$ cat src/hdl/lmph_pkg.sv
// package for the level meter with peak hold
// widths, register codes, zone codes and the per-channel state word
// no dependencies
package lmph_pkg;

    localparam int MAX_CHANNELS_DEF = 8;

    localparam int CH_W       = 3;
    localparam int SAMPLE_W   = 18;
    localparam int LEVEL_W    = 17;
    localparam int HOLD_W     = 8;
    localparam int COUNT_W    = 4;
    localparam int ZONE_W     = 2;
    localparam int CFG_IDX_W  = 3;
    localparam int CFG_DATA_W = 17;

    localparam int IN_BITS  = CH_W + SAMPLE_W;
    localparam int IN_W     = ((IN_BITS + 7) / 8) * 8;
    localparam int OUT_BITS = CH_W + 2 * LEVEL_W + ZONE_W;
    localparam int OUT_W    = ((OUT_BITS + 7) / 8) * 8;

    localparam logic [LEVEL_W-1:0] FULL_SCALE = LEVEL_W'(65536);

    localparam logic [COUNT_W-1:0] COUNT_RST     = COUNT_W'(2);
    localparam logic [COUNT_W-1:0] COUNT_MIN     = COUNT_W'(2);
    localparam logic [LEVEL_W-1:0] RELEASE_RST   = LEVEL_W'(2294);
    localparam logic [LEVEL_W-1:0] PEAK_REL_RST  = LEVEL_W'(983);
    localparam logic [HOLD_W-1:0]  HOLD_RST      = HOLD_W'(18);
    localparam logic [LEVEL_W-1:0] GREEN_RST     = LEVEL_W'(16462);
    localparam logic [LEVEL_W-1:0] YELLOW_RST    = LEVEL_W'(46396);

    typedef enum logic [CFG_IDX_W-1:0] {
        REG_CHANNEL_COUNT = 3'd0,
        REG_RELEASE_STEP  = 3'd1,
        REG_PEAK_RELEASE  = 3'd2,
        REG_HOLD_UPDATES  = 3'd3,
        REG_GREEN_LIMIT   = 3'd4,
        REG_YELLOW_LIMIT  = 3'd5
    } cfg_reg_t;

    typedef enum logic [ZONE_W-1:0] {
        ZONE_NONE   = 2'd0,
        ZONE_GREEN  = 2'd1,
        ZONE_YELLOW = 2'd2,
        ZONE_RED    = 2'd3
    } zone_t;

    typedef struct packed {
        logic [HOLD_W-1:0]  hold;
        logic [LEVEL_W-1:0] peak;
        logic [LEVEL_W-1:0] shown;
    } chan_state_t;

endpackage

$ cat src/hdl/lmph_chan_mem.sv
// per-channel state memory: synchronous read into a read data register
// valid bit per entry so a clear takes effect at once; uses lmph_pkg
module lmph_chan_mem #(
    parameter int DEPTH = lmph_pkg::MAX_CHANNELS_DEF
) (
    input  logic                       clk,
    input  logic                       rst_n,
    input  logic                       clr,
    input  logic                       rd_en,
    input  logic [$clog2(DEPTH)-1:0]   rd_addr,
    output lmph_pkg::chan_state_t      rd_data,
    input  logic                       wr_en,
    input  logic [$clog2(DEPTH)-1:0]   wr_addr,
    input  lmph_pkg::chan_state_t      wr_data
);
    import lmph_pkg::*;

    chan_state_t            mem [DEPTH];
    logic [DEPTH-1:0]       valid_reg;
    chan_state_t            rd_data_reg;
    logic                   rd_valid_reg;

    always_ff @(posedge clk)
    begin
        if (wr_en)
        begin
            mem[wr_addr] <= wr_data;
        end
        if (rd_en)
        begin
            rd_data_reg <= mem[rd_addr];
        end
    end

    always_ff @(posedge clk or negedge rst_n)
    begin
        if (!rst_n)
        begin
            valid_reg    <= '0;
            rd_valid_reg <= 1'b0;
        end
        else
        begin
            if (clr)
            begin
                valid_reg <= '0;
            end
            else if (wr_en)
            begin
                valid_reg[wr_addr] <= 1'b1;
            end
            if (rd_en)
            begin
                rd_valid_reg <= valid_reg[rd_addr];
            end
        end
    end

    // never-written entries read as zero
    assign rd_data = rd_valid_reg ? rd_data_reg : '0;

endmodule

$ cat src/hdl/level_meter_peak_hold_top.sv
// level meter with peak hold: top level
// config registers, update pipeline and output register; uses lmph_pkg, lmph_chan_mem
//
// usage:
//   s_tdata carries one channel update word; m_tdata/m_tuser return exactly one
//   result word per input word, in order. config writes go through cfg_we,
//   cfg_index and cfg_data; the user must make them only while the block is
//   idle, as the block does not enforce it. writing the channel count clears
//   the state of all channels at once. an accepted word is registered in the
//   update stage, then in the output register. throughput: one word per cycle
//   while m_tready does not stall the output. state is read from memory when a
//   word is accepted and written back when it leaves the update stage; a word
//   for the same channel accepted then takes that state from a forwarding register.
//   reset: config registers return to their defaults, all channel state reads
//   as zero, both pipeline stages are empty.
//   stall: the output register holds its word while m_tready is low; the
//   update stage keeps one more word, after which s_tready drops.
//   a channel at or beyond the channel count returns m_tuser high with zero
//   levels and leaves the state alone.
module level_meter_peak_hold_top #(
    parameter int MAX_CHANNELS = lmph_pkg::MAX_CHANNELS_DEF
) (
    input  logic                            clk,
    input  logic                            rst_n,
    // channel [2:0], sample_level [20:3], zero fill
    input  logic [lmph_pkg::IN_W-1:0]       s_tdata,
    input  logic                            s_tvalid,
    output logic                            s_tready,
    // channel_out [2:0], shown_level [19:3], peak_level [36:20], zone [38:37], zero fill
    output logic [lmph_pkg::OUT_W-1:0]      m_tdata,
    // bad_channel [0]
    output logic                            m_tuser,
    output logic                            m_tvalid,
    input  logic                            m_tready,
    input  logic                            cfg_we,
    input  logic [lmph_pkg::CFG_IDX_W-1:0]  cfg_index,
    input  logic [lmph_pkg::CFG_DATA_W-1:0] cfg_data
);
    import lmph_pkg::*;

    localparam int AW = $clog2(MAX_CHANNELS);

    // config registers
    logic [COUNT_W-1:0] count_reg;
    logic [LEVEL_W-1:0] release_reg;
    logic [LEVEL_W-1:0] peak_rel_reg;
    logic [HOLD_W-1:0]  hold_upd_reg;
    logic [LEVEL_W-1:0] green_reg;
    logic [LEVEL_W-1:0] yellow_reg;
    logic [6:0]         count_wide;
    logic [6:0]         count_clamp;
    logic               clr_chan;

    // input word
    logic [CH_W-1:0]     in_ch;
    logic [SAMPLE_W-1:0] in_sample;
    logic [LEVEL_W-1:0]  in_clamped;
    logic                accept;

    // update stage
    logic               s1_valid_reg;
    logic [CH_W-1:0]    s1_ch_reg;
    logic [LEVEL_W-1:0] s1_sample_reg;
    logic               s1_fwd_reg;
    logic               s1_fwd_next;
    chan_state_t        wr_state_reg;
    chan_state_t        rd_state;
    chan_state_t        old_state;
    chan_state_t        new_state;
    logic               s1_bad;
    logic               out_free;
    logic               s1_adv;
    logic               wr_en;
    logic [LEVEL_W:0]   shown_diff;
    logic [LEVEL_W:0]   peak_diff;
    logic [LEVEL_W-1:0] shown_fall;
    logic [LEVEL_W-1:0] peak_fall;
    zone_t              zone_new;

    // output register
    logic               out_valid_reg;
    logic [CH_W-1:0]    out_ch_reg;
    logic [LEVEL_W-1:0] out_shown_reg;
    logic [LEVEL_W-1:0] out_peak_reg;
    zone_t              out_zone_reg;
    logic               out_bad_reg;

    // ---------------- configuration ----------------
    assign clr_chan = cfg_we && (cfg_reg_t'(cfg_index) == REG_CHANNEL_COUNT);

    always_comb
    begin
        count_wide = {3'b000, cfg_data[COUNT_W-1:0]};
        if (count_wide < 7'(COUNT_MIN))
        begin
            count_clamp = 7'(COUNT_MIN);
        end
        else if (count_wide > 7'(MAX_CHANNELS))
        begin
            count_clamp = 7'(MAX_CHANNELS);
        end
        else
        begin
            count_clamp = count_wide;
        end
    end

    always_ff @(posedge clk or negedge rst_n)
    begin
        if (!rst_n)
        begin
            count_reg    <= COUNT_RST;
            release_reg  <= RELEASE_RST;
            peak_rel_reg <= PEAK_REL_RST;
            hold_upd_reg <= HOLD_RST;
            green_reg    <= GREEN_RST;
            yellow_reg   <= YELLOW_RST;
        end
        else if (cfg_we)
        begin
            unique case (cfg_reg_t'(cfg_index))
                REG_CHANNEL_COUNT: count_reg    <= count_clamp[COUNT_W-1:0];
                REG_RELEASE_STEP:  release_reg  <= cfg_data;
                REG_PEAK_RELEASE:  peak_rel_reg <= cfg_data;
                REG_HOLD_UPDATES:  hold_upd_reg <= cfg_data[HOLD_W-1:0];
                REG_GREEN_LIMIT:   green_reg    <= cfg_data;
                REG_YELLOW_LIMIT:  yellow_reg   <= cfg_data;
                default:           ;
            endcase
        end
    end

    // ---------------- input ----------------
    assign in_ch     = s_tdata[CH_W-1:0];
    assign in_sample = s_tdata[CH_W +: SAMPLE_W];

    always_comb
    begin
        if (in_sample[SAMPLE_W-1])
        begin
            in_clamped = '0;
        end
        else if (in_sample[LEVEL_W-1:0] > FULL_SCALE)
        begin
            in_clamped = FULL_SCALE;
        end
        else
        begin
            in_clamped = in_sample[LEVEL_W-1:0];
        end
    end

    assign out_free = !out_valid_reg || m_tready;
    assign s1_adv   = s1_valid_reg && out_free;
    assign s_tready = !s1_valid_reg || out_free;
    assign accept   = s_tvalid && s_tready;
    assign s1_bad   = {1'b0, s1_ch_reg} >= count_reg;
    assign wr_en    = s1_adv && !s1_bad;

    // previous word writes this channel at the same edge as our read
    assign s1_fwd_next = wr_en && (s1_ch_reg == in_ch);

    lmph_chan_mem #(
        .DEPTH (MAX_CHANNELS)
    ) u_mem (
        .clk     (clk),
        .rst_n   (rst_n),
        .clr     (clr_chan),
        .rd_en   (accept),
        .rd_addr (AW'(in_ch)),
        .rd_data (rd_state),
        .wr_en   (wr_en),
        .wr_addr (AW'(s1_ch_reg)),
        .wr_data (new_state)
    );

    always_ff @(posedge clk or negedge rst_n)
    begin
        if (!rst_n)
        begin
            s1_valid_reg <= 1'b0;
            s1_fwd_reg   <= 1'b0;
        end
        else if (accept)
        begin
            s1_valid_reg <= 1'b1;
            s1_fwd_reg   <= s1_fwd_next;
        end
        else if (s1_adv)
        begin
            s1_valid_reg <= 1'b0;
            s1_fwd_reg   <= 1'b0;
        end
    end

    always_ff @(posedge clk)
    begin
        if (accept)
        begin
            s1_ch_reg     <= in_ch;
            s1_sample_reg <= in_clamped;
        end
        if (wr_en)
        begin
            wr_state_reg <= new_state;
        end
    end

    // ---------------- update ----------------
    assign old_state  = s1_fwd_reg ? wr_state_reg : rd_state;
    assign shown_diff = {1'b0, old_state.shown} - {1'b0, release_reg};
    assign peak_diff  = {1'b0, old_state.peak} - {1'b0, peak_rel_reg};
    assign shown_fall = shown_diff[LEVEL_W] ? '0 : shown_diff[LEVEL_W-1:0];
    assign peak_fall  = peak_diff[LEVEL_W] ? '0 : peak_diff[LEVEL_W-1:0];

    always_comb
    begin
        new_state = old_state;
        if (s1_sample_reg >= old_state.shown)
        begin
            new_state.shown = s1_sample_reg;
        end
        else if (shown_fall > s1_sample_reg)
        begin
            new_state.shown = shown_fall;
        end
        else
        begin
            new_state.shown = s1_sample_reg;
        end

        priority if (s1_sample_reg >= old_state.peak)
        begin
            new_state.peak = s1_sample_reg;
            new_state.hold = hold_upd_reg;
        end
        else if (old_state.hold != '0)
        begin
            new_state.hold = old_state.hold - HOLD_W'(1);
        end
        else if (peak_fall > new_state.shown)
        begin
            new_state.peak = peak_fall;
        end
        else
        begin
            new_state.peak = new_state.shown;
        end
    end

    always_comb
    begin
        priority if (new_state.shown == '0)
        begin
            zone_new = ZONE_NONE;
        end
        else if (new_state.shown > yellow_reg)
        begin
            zone_new = ZONE_RED;
        end
        else if (new_state.shown > green_reg)
        begin
            zone_new = ZONE_YELLOW;
        end
        else
        begin
            zone_new = ZONE_GREEN;
        end
    end

    // ---------------- output ----------------
    always_ff @(posedge clk or negedge rst_n)
    begin
        if (!rst_n)
        begin
            out_valid_reg <= 1'b0;
        end
        else if (out_free)
        begin
            out_valid_reg <= s1_valid_reg;
        end
    end

    always_ff @(posedge clk)
    begin
        if (s1_adv)
        begin
            out_ch_reg  <= s1_ch_reg;
            out_bad_reg <= s1_bad;
            if (s1_bad)
            begin
                out_shown_reg <= '0;
                out_peak_reg  <= '0;
                out_zone_reg  <= ZONE_NONE;
            end
            else
            begin
                out_shown_reg <= new_state.shown;
                out_peak_reg  <= new_state.peak;
                out_zone_reg  <= zone_new;
            end
        end
    end

    assign m_tvalid = out_valid_reg;
    assign m_tuser  = out_bad_reg;
    assign m_tdata  = {(OUT_W - OUT_BITS)'(0), out_zone_reg, out_peak_reg,
                       out_shown_reg, out_ch_reg};

endmodule

$ cat config.mk
export PLATFORM = sky130hd
export DESIGN_NAME = level_meter_peak_hold_top
export DESIGN_NICKNAME = d
export VERILOG_FILES = /design/src/hdl/lmph_pkg.sv /design/src/hdl/lmph_chan_mem.sv /design/src/hdl/level_meter_peak_hold_top.sv
export SDC_FILE = /design/constraint.sdc
export NUM_CORES = 1
export LEC_CHECK = 0
export BUFFER_PORTS_ARGS = -buffer_cell sky130_fd_sc_hd__buf_2
export CAP_MARGIN = 20
export CORE_MARGIN = 8
export CORE_UTILIZATION = 30
export DETAILED_ROUTE_END_ITERATION = 8
export PLACE_DENSITY_LB_ADDON = 0.3
export SETUP_SLACK_MARGIN = 0.02
export SKIP_CTS_REPAIR_TIMING = 1
export SYNTH_ARGS = -nofsm -noshare
export SYNTH_HDL_FRONTEND = slang
export SYNTH_SLANG_ARGS = --single-unit
$ cat constraint.sdc
create_clock -name clk -period 8.1 [get_ports clk]
set_clock_uncertainty 0.1 [all_clocks]
set_input_delay 1.215 -clock clk [delete_from_list [all_inputs] [get_ports clk]]
set_output_delay 1.215 -clock clk [all_outputs]
set_load 0.1 [all_outputs]
Yosys cells after proc, flatten, opt, wreduce, memory -nomap -nowiden

Memory sizes are Yosys's and may differ from the RTL's. A register that Yosys moved wholly into a read port is not among the register bits.
Cells that the tools add are included.

Bits in registers: 194
Bits in latches: 0
Memory bits (writable): 336
ROM bits: 0
Logic and storage cells: 96
Memories kept: 1

Memory list:

| memory    | depth | bits a word | read ports | clocked after memory_dff | write ports | line                | text |
|---|---|---|---|---|---|---|---|
| u_mem.mem | 8     | 42          | 1          | 1                        | 1           | lmph_chan_mem.sv:18 | `chan_state_t mem [DEPTH];` |

$add $sub $neg: 3
$mul: 0
Div/mod/pow operators: 0
Magnitude comparators: 13
Eq/ne operators: 6
Shift operators: 0
Multiplexer cells: 26
Bitwise operators: 1
Reduce and logical (&&, ||, !) cells: 24

Operator list:

| operator                                               | number |
|---|---|
| 2-to-1 mux 17 bit                                      | 7 |
| 2-to-1 mux 42 bit                                      | 2 |
| greater-than comparator 17 bit                         | 4 |
| subtractor 17 x 17 -> 18 bit                           | 2 |
| >= comparator 17 bit                                   | 2 |
| 2-to-1 mux 25 bit                                      | 1 |
| 2-to-1 mux 8 bit                                       | 3 |
| greater-than comparator 17 bit (second input constant) | 1 |
| logical NOT 17 bit                                     | 1 |
| AND reduction 2 bit                                    | 6 |
| < comparator 3 x 4 -> 1 bit (second input constant)    | 2 |
| 2-to-1 mux 4 bit                                       | 2 |
| bitwise OR 8 bit                                       | 1 |
| nonzero test 8 bit                                     | 1 |
| subtractor 8 x 1 -> 8 bit (second input constant)      | 1 |
| 2-to-1 mux 1 bit                                       | 7 |
| == test 3 x 2 -> 1 bit (second input constant)         | 2 |
| == test 3 bit (second input constant)                  | 2 |
| logical AND 1 bit                                      | 6 |
| >= comparator 3 x 4 -> 1 bit                           | 1 |
| greater-than comparator 4 bit (second input constant)  | 1 |
| < comparator 4 x 2 -> 1 bit (second input constant)    | 1 |
| 2-to-1 mux 2 bit                                       | 2 |
| nonzero test 2 bit                                     | 2 |
| 9 further kinds                                        | 13 |

Logic depth before layout (Yosys ltp)

Depth after elaboration: 11
Gate-level depth with buffers: 37
Mapped depth without buffers: 29

Hierarchy

A second synthesis with hierarchy kept.

Cells, all modules: 1,934
Area, all modules: 27,340.0 µm²

By module, submodules not included:

| module                    | times used | cells an instance | area an instance (µm²) | seq. area each (µm²) |
|---|---|---|---|---|
| lmph_chan_mem             | 1          | 613               | 14,586.5               | 11,576.1 |
| level_meter_peak_hold_top | 1          | 1,321             | 12,753.5               | 5,180.0 |

Worst setup path after synthesis

OpenSTA, ideal clock, no wires.

Kind: register to register
Start: register s1_fwd_reg
End: memory u_mem.mem[0][30] in the netlist's numbering, data pin
Library setup time: 286 ps
Arrival time: 8,015 ps
Required time: 7,714 ps
Slack: -301 ps
Stages on the path, launching flop included: 36
Buffers on the path: 9
Cells stage by stage: dfrtp_1 -> buf_2 -> nor2b_1 -> clkbuf_1 -> clkbuf_1 -> buf_1 -> a22o_1 -> ha_1 -> a21oi_1 -> o21ai_1 -> a221oi_2 -> and2_1 -> buf_2 -> a311o_1 -> nand2_1 -> ha_1 -> nand4_1 -> and4bb_1 -> a21oi_1 -> o211a_1 -> or4b_4 -> buf_6 -> buf_12 -> buf_6 -> nor3_1 -> a21o_1 -> inv_2 -> ha_1 -> nand4_1 -> nor3_1 -> nand3_1 -> o22a_1 -> or2_2 -> clkbuf_1 -> o221a_2 -> o31ai_1

RTL lines:

| what                     | line                             | text |
|---|---|---|
| start: declaration       | level_meter_peak_hold_top.sv:64  | `logic s1_fwd_reg;` |
| start signal: assignment | level_meter_peak_hold_top.sv:187 | `s1_fwd_reg <= s1_fwd_next;` |
| end: declaration         | lmph_chan_mem.sv:18              |  |

==> impl_metrics.ini <==
[sta]
final-setup-viol-count = 0
tightest_slew_ns = 1.012
max_freq_ghz = 0.1300
hold_violations = 0
final.min_clock_period_ns = 7.695
setup_tns_ns = 0
relSlewSlack = 0.3184
slew_violations = 0
fin_crit_sh = 0.9500

[power]
intPower_mw = 6.431
combinationalPowerShare = 0.289
p_sw_mw = 3.230
leakage_nw = 11.86
p_per_area_nw_per_um2 = 303.5
sw_frac_of_total = 0.3343
seq_power_share = 0.397
ir_drop_uv = 127.2
clkPwrFrac = 0.314

[route]
via_count = 16890
met2WireLength_um = 36980
routed_wl_um = 76610
antenna_left = 0
dr.max_layer_used = met4
first_iter_violations = 1233
vias_per_cell = 5.101
drt-pass1-iter-count = 5
drcViolationCount = 0
met3_length_um = 4034
wl_met1_um = 33190
wl_per_cell_um = 23.14

[synthesis]
yosys_warnings = 0
synth_cell_types = 84
synth_area_um2 = 27280
postSynthCellCount = 1928
ys_seq_area_frac = 0.6143
async_flop_share = 0.1608
synth_nets = 2120
synthFlopType = edfxtp_1
synth_area_per_cell_um2 = 14.15
synth_edf_count = 480
ys_ff_latch = 572

[global_routing]
grt_overflow = 0
grt_max_degree = 69
grt_pass1_vias = 17310
grt_pass1_wl_um = 113600
grt_use_total = 0.1484
antenna_found_initial = 3

[setup_path]
cp-start-kind = flip-flop
cp_num_buf_inv = 6
cp_top_family = compound AO/OA/AOI/OAI gates
ff2ff_path_depth = 29
slowest_delay_ns = 0.58
end_kind = flip-flop
required_ns = 8.46
crit_type = reg2reg
slowest_stage = or4b_4
r2r_start = s1_fwd_reg
worstPathArrival_ns = 8.06
r2r_slack_ns = 0.40
reg2reg_to = u_mem.mem[1][26]
path_max_fanout = 16
crit_top_cell = buf_4

[hold_path]
hold_path.class = reg2reg
holdPathEnd = yellow_reg[7]
min_from = yellow_reg[7]
whs_path_depth = 1

[floorplanning]
core_um2 = 90010
ios = 92
floorplan.initialDensity = 0.3030
fp-row-count = 110
die_h_um = 317.5
die_x_um = 317.5
die-area_um2 = 100800

[flow_run]
cap_violations = 0

[cts]
clkSlewWorstSetupHoldPaths_ns = 0.05
root_buffer = clkbuf_16
clock_sinks = 572
clk_path_buf_depth = 3
tritoncts = done
cts_made_buffers = 66
clk_latency_ns = 0.61
cts-htree-levels = 3

[final_layout]
instances_no_fill = 3311
stdcell_area_um2 = 31830
final_core_util = 0.3536
fin_nets = 2272
area_growth_pct = 16.68
drive_above_1_share = 0.2438
largest_register_ffs = 336
fillCellCount = 8641

[place]
dp_hpwl_um = 52570
placed_cell_area_um2 = 29500
numPortBuffers = 87
gp_congestion = 0.8827
dp_cells = 3182

[outcome]
status = finished clean
synth_stat cells, drive strengths merged (14+ instances only):
| library cell | instances | area share |
|---|---|---|
| mux4 | 86 | 0.071 |
| xor2 | 16 | 0.0051 |
| o21ai | 91 | 0.017 |
| mux2 | 68 | 0.028 |
| edfxtp | 480 | 0.53 |
| dfstp | 32 | 0.031 |
| nor2b | 14 | 0.0032 |
| nor3 | 20 | 0.0039 |
| a21oi | 88 | 0.016 |
| a211oi | 16 | 0.0046 |
| dfrtp | 60 | 0.055 |
| and2 | 23 | 0.0053 |
| nand2b | 15 | 0.0037 |
| inv | 149 | 0.021 |
| ha | 141 | 0.065 |
| clkbuf | 62 | 0.0086 |
| mux2i | 19 | 0.010 |
| a22o | 24 | 0.0077 |
| a22oi | 25 | 0.0069 |
| nand4 | 22 | 0.0050 |
| nor2 | 96 | 0.013 |
| nand2 | 127 | 0.018 |
| buf | 20 | 0.0048 |
| a21o | 24 | 0.0066 |
| nand3 | 32 | 0.0059 |
worst max-delay path by stage:
stage	from	end	slack, ns	cells after the start
after floorplan	s1_fwd_reg	u_mem.mem[0][30]	0.07	35
after global placement	s1_fwd_reg	u_mem.mem[2][20]	0.21	27
after detailed placement	s1_fwd_reg	u_mem.mem[2][20]	0.14	27
after CTS	s1_fwd_reg	u_mem.mem[3][20]	0.11	27
after global routing	u_mem.rd_valid_reg	out_peak_reg[5]	-0.004	27
final	s1_fwd_reg	u_mem.mem[1][26]	0.40	29
cells in the final DEF, fill, tap and decap left out, types with 25 or more instances in the layout:
cell type,n
inv_1,146
nand3_1,32
a21oi_1,84
a22oi_1,25
nor2_1,84
buf_2,86
buf_4,76
edfxtp_1,480
ha_1,141
mux4_2,86
dfstp_2,32
nand2_1,125
clkbuf_16,69
o21ai_0,89
mux2_2,68
dfrtp_1,59
per-layer routing:
metal	global-route usage	vias up
met4	0.04824	0
li1	-	7710
met1	0.1948	8551
met2	0.2507	498
met3	0.02312	132
met5	0	-
power groups by stage:
stage	combinational [mW]	clock [mW]	sequential (mW)
floorplan	1.63	0	4.12
global placement	2.70	0	3.88
detailed placement	2.75	0	3.90
CTS	2.76	3.10	3.84
global route	3.06	3.20	3.86
finish	2.79	3.03	3.84
area by class of cell:
cell class	instances	area, um^2	share of cell area
diodes	2	5.005	0.0001573
multi-input cells	1125	9744	0.3062
repair buffers	166	1047	0.03290
flip-flops and latches	572	16760	0.5265
clock buffers	89	1822	0.05724
clock inverters	32	420.4	0.01321
inverters	149	559.3	0.01757
well taps	1176	1471	0.04623
logic make-up after synthesis:
| logic type | synth area share |
|---|---|
| DFF | 0.6143 |
| and+or+nand+nor | 0.07294 |
| AOI/OAI and AO/OA | 0.09486 |
| buffers and inverters | 0.03390 |
| muxes | 0.1094 |
| adders and majority gates | 0.06615 |
| xor gates and xnor gates | 0.008348 |
| other | 0.0001375 |
metrics by stage:
stage	power, mW	setup slack (ns)	hold WS (ns)
2_1_floorplan	5.749	0.06777	0.3244
3_3_place_gp	6.583	0.2147	0.3719
3_5_place_dp	6.642	0.1384	0.3893
4_1_cts	9.705	0.1127	0.3851
5_1_grt	10.12	-0.003501	0.4013
6_report	9.661	0.4050	0.4047
(Power assumes the default switching activity.)
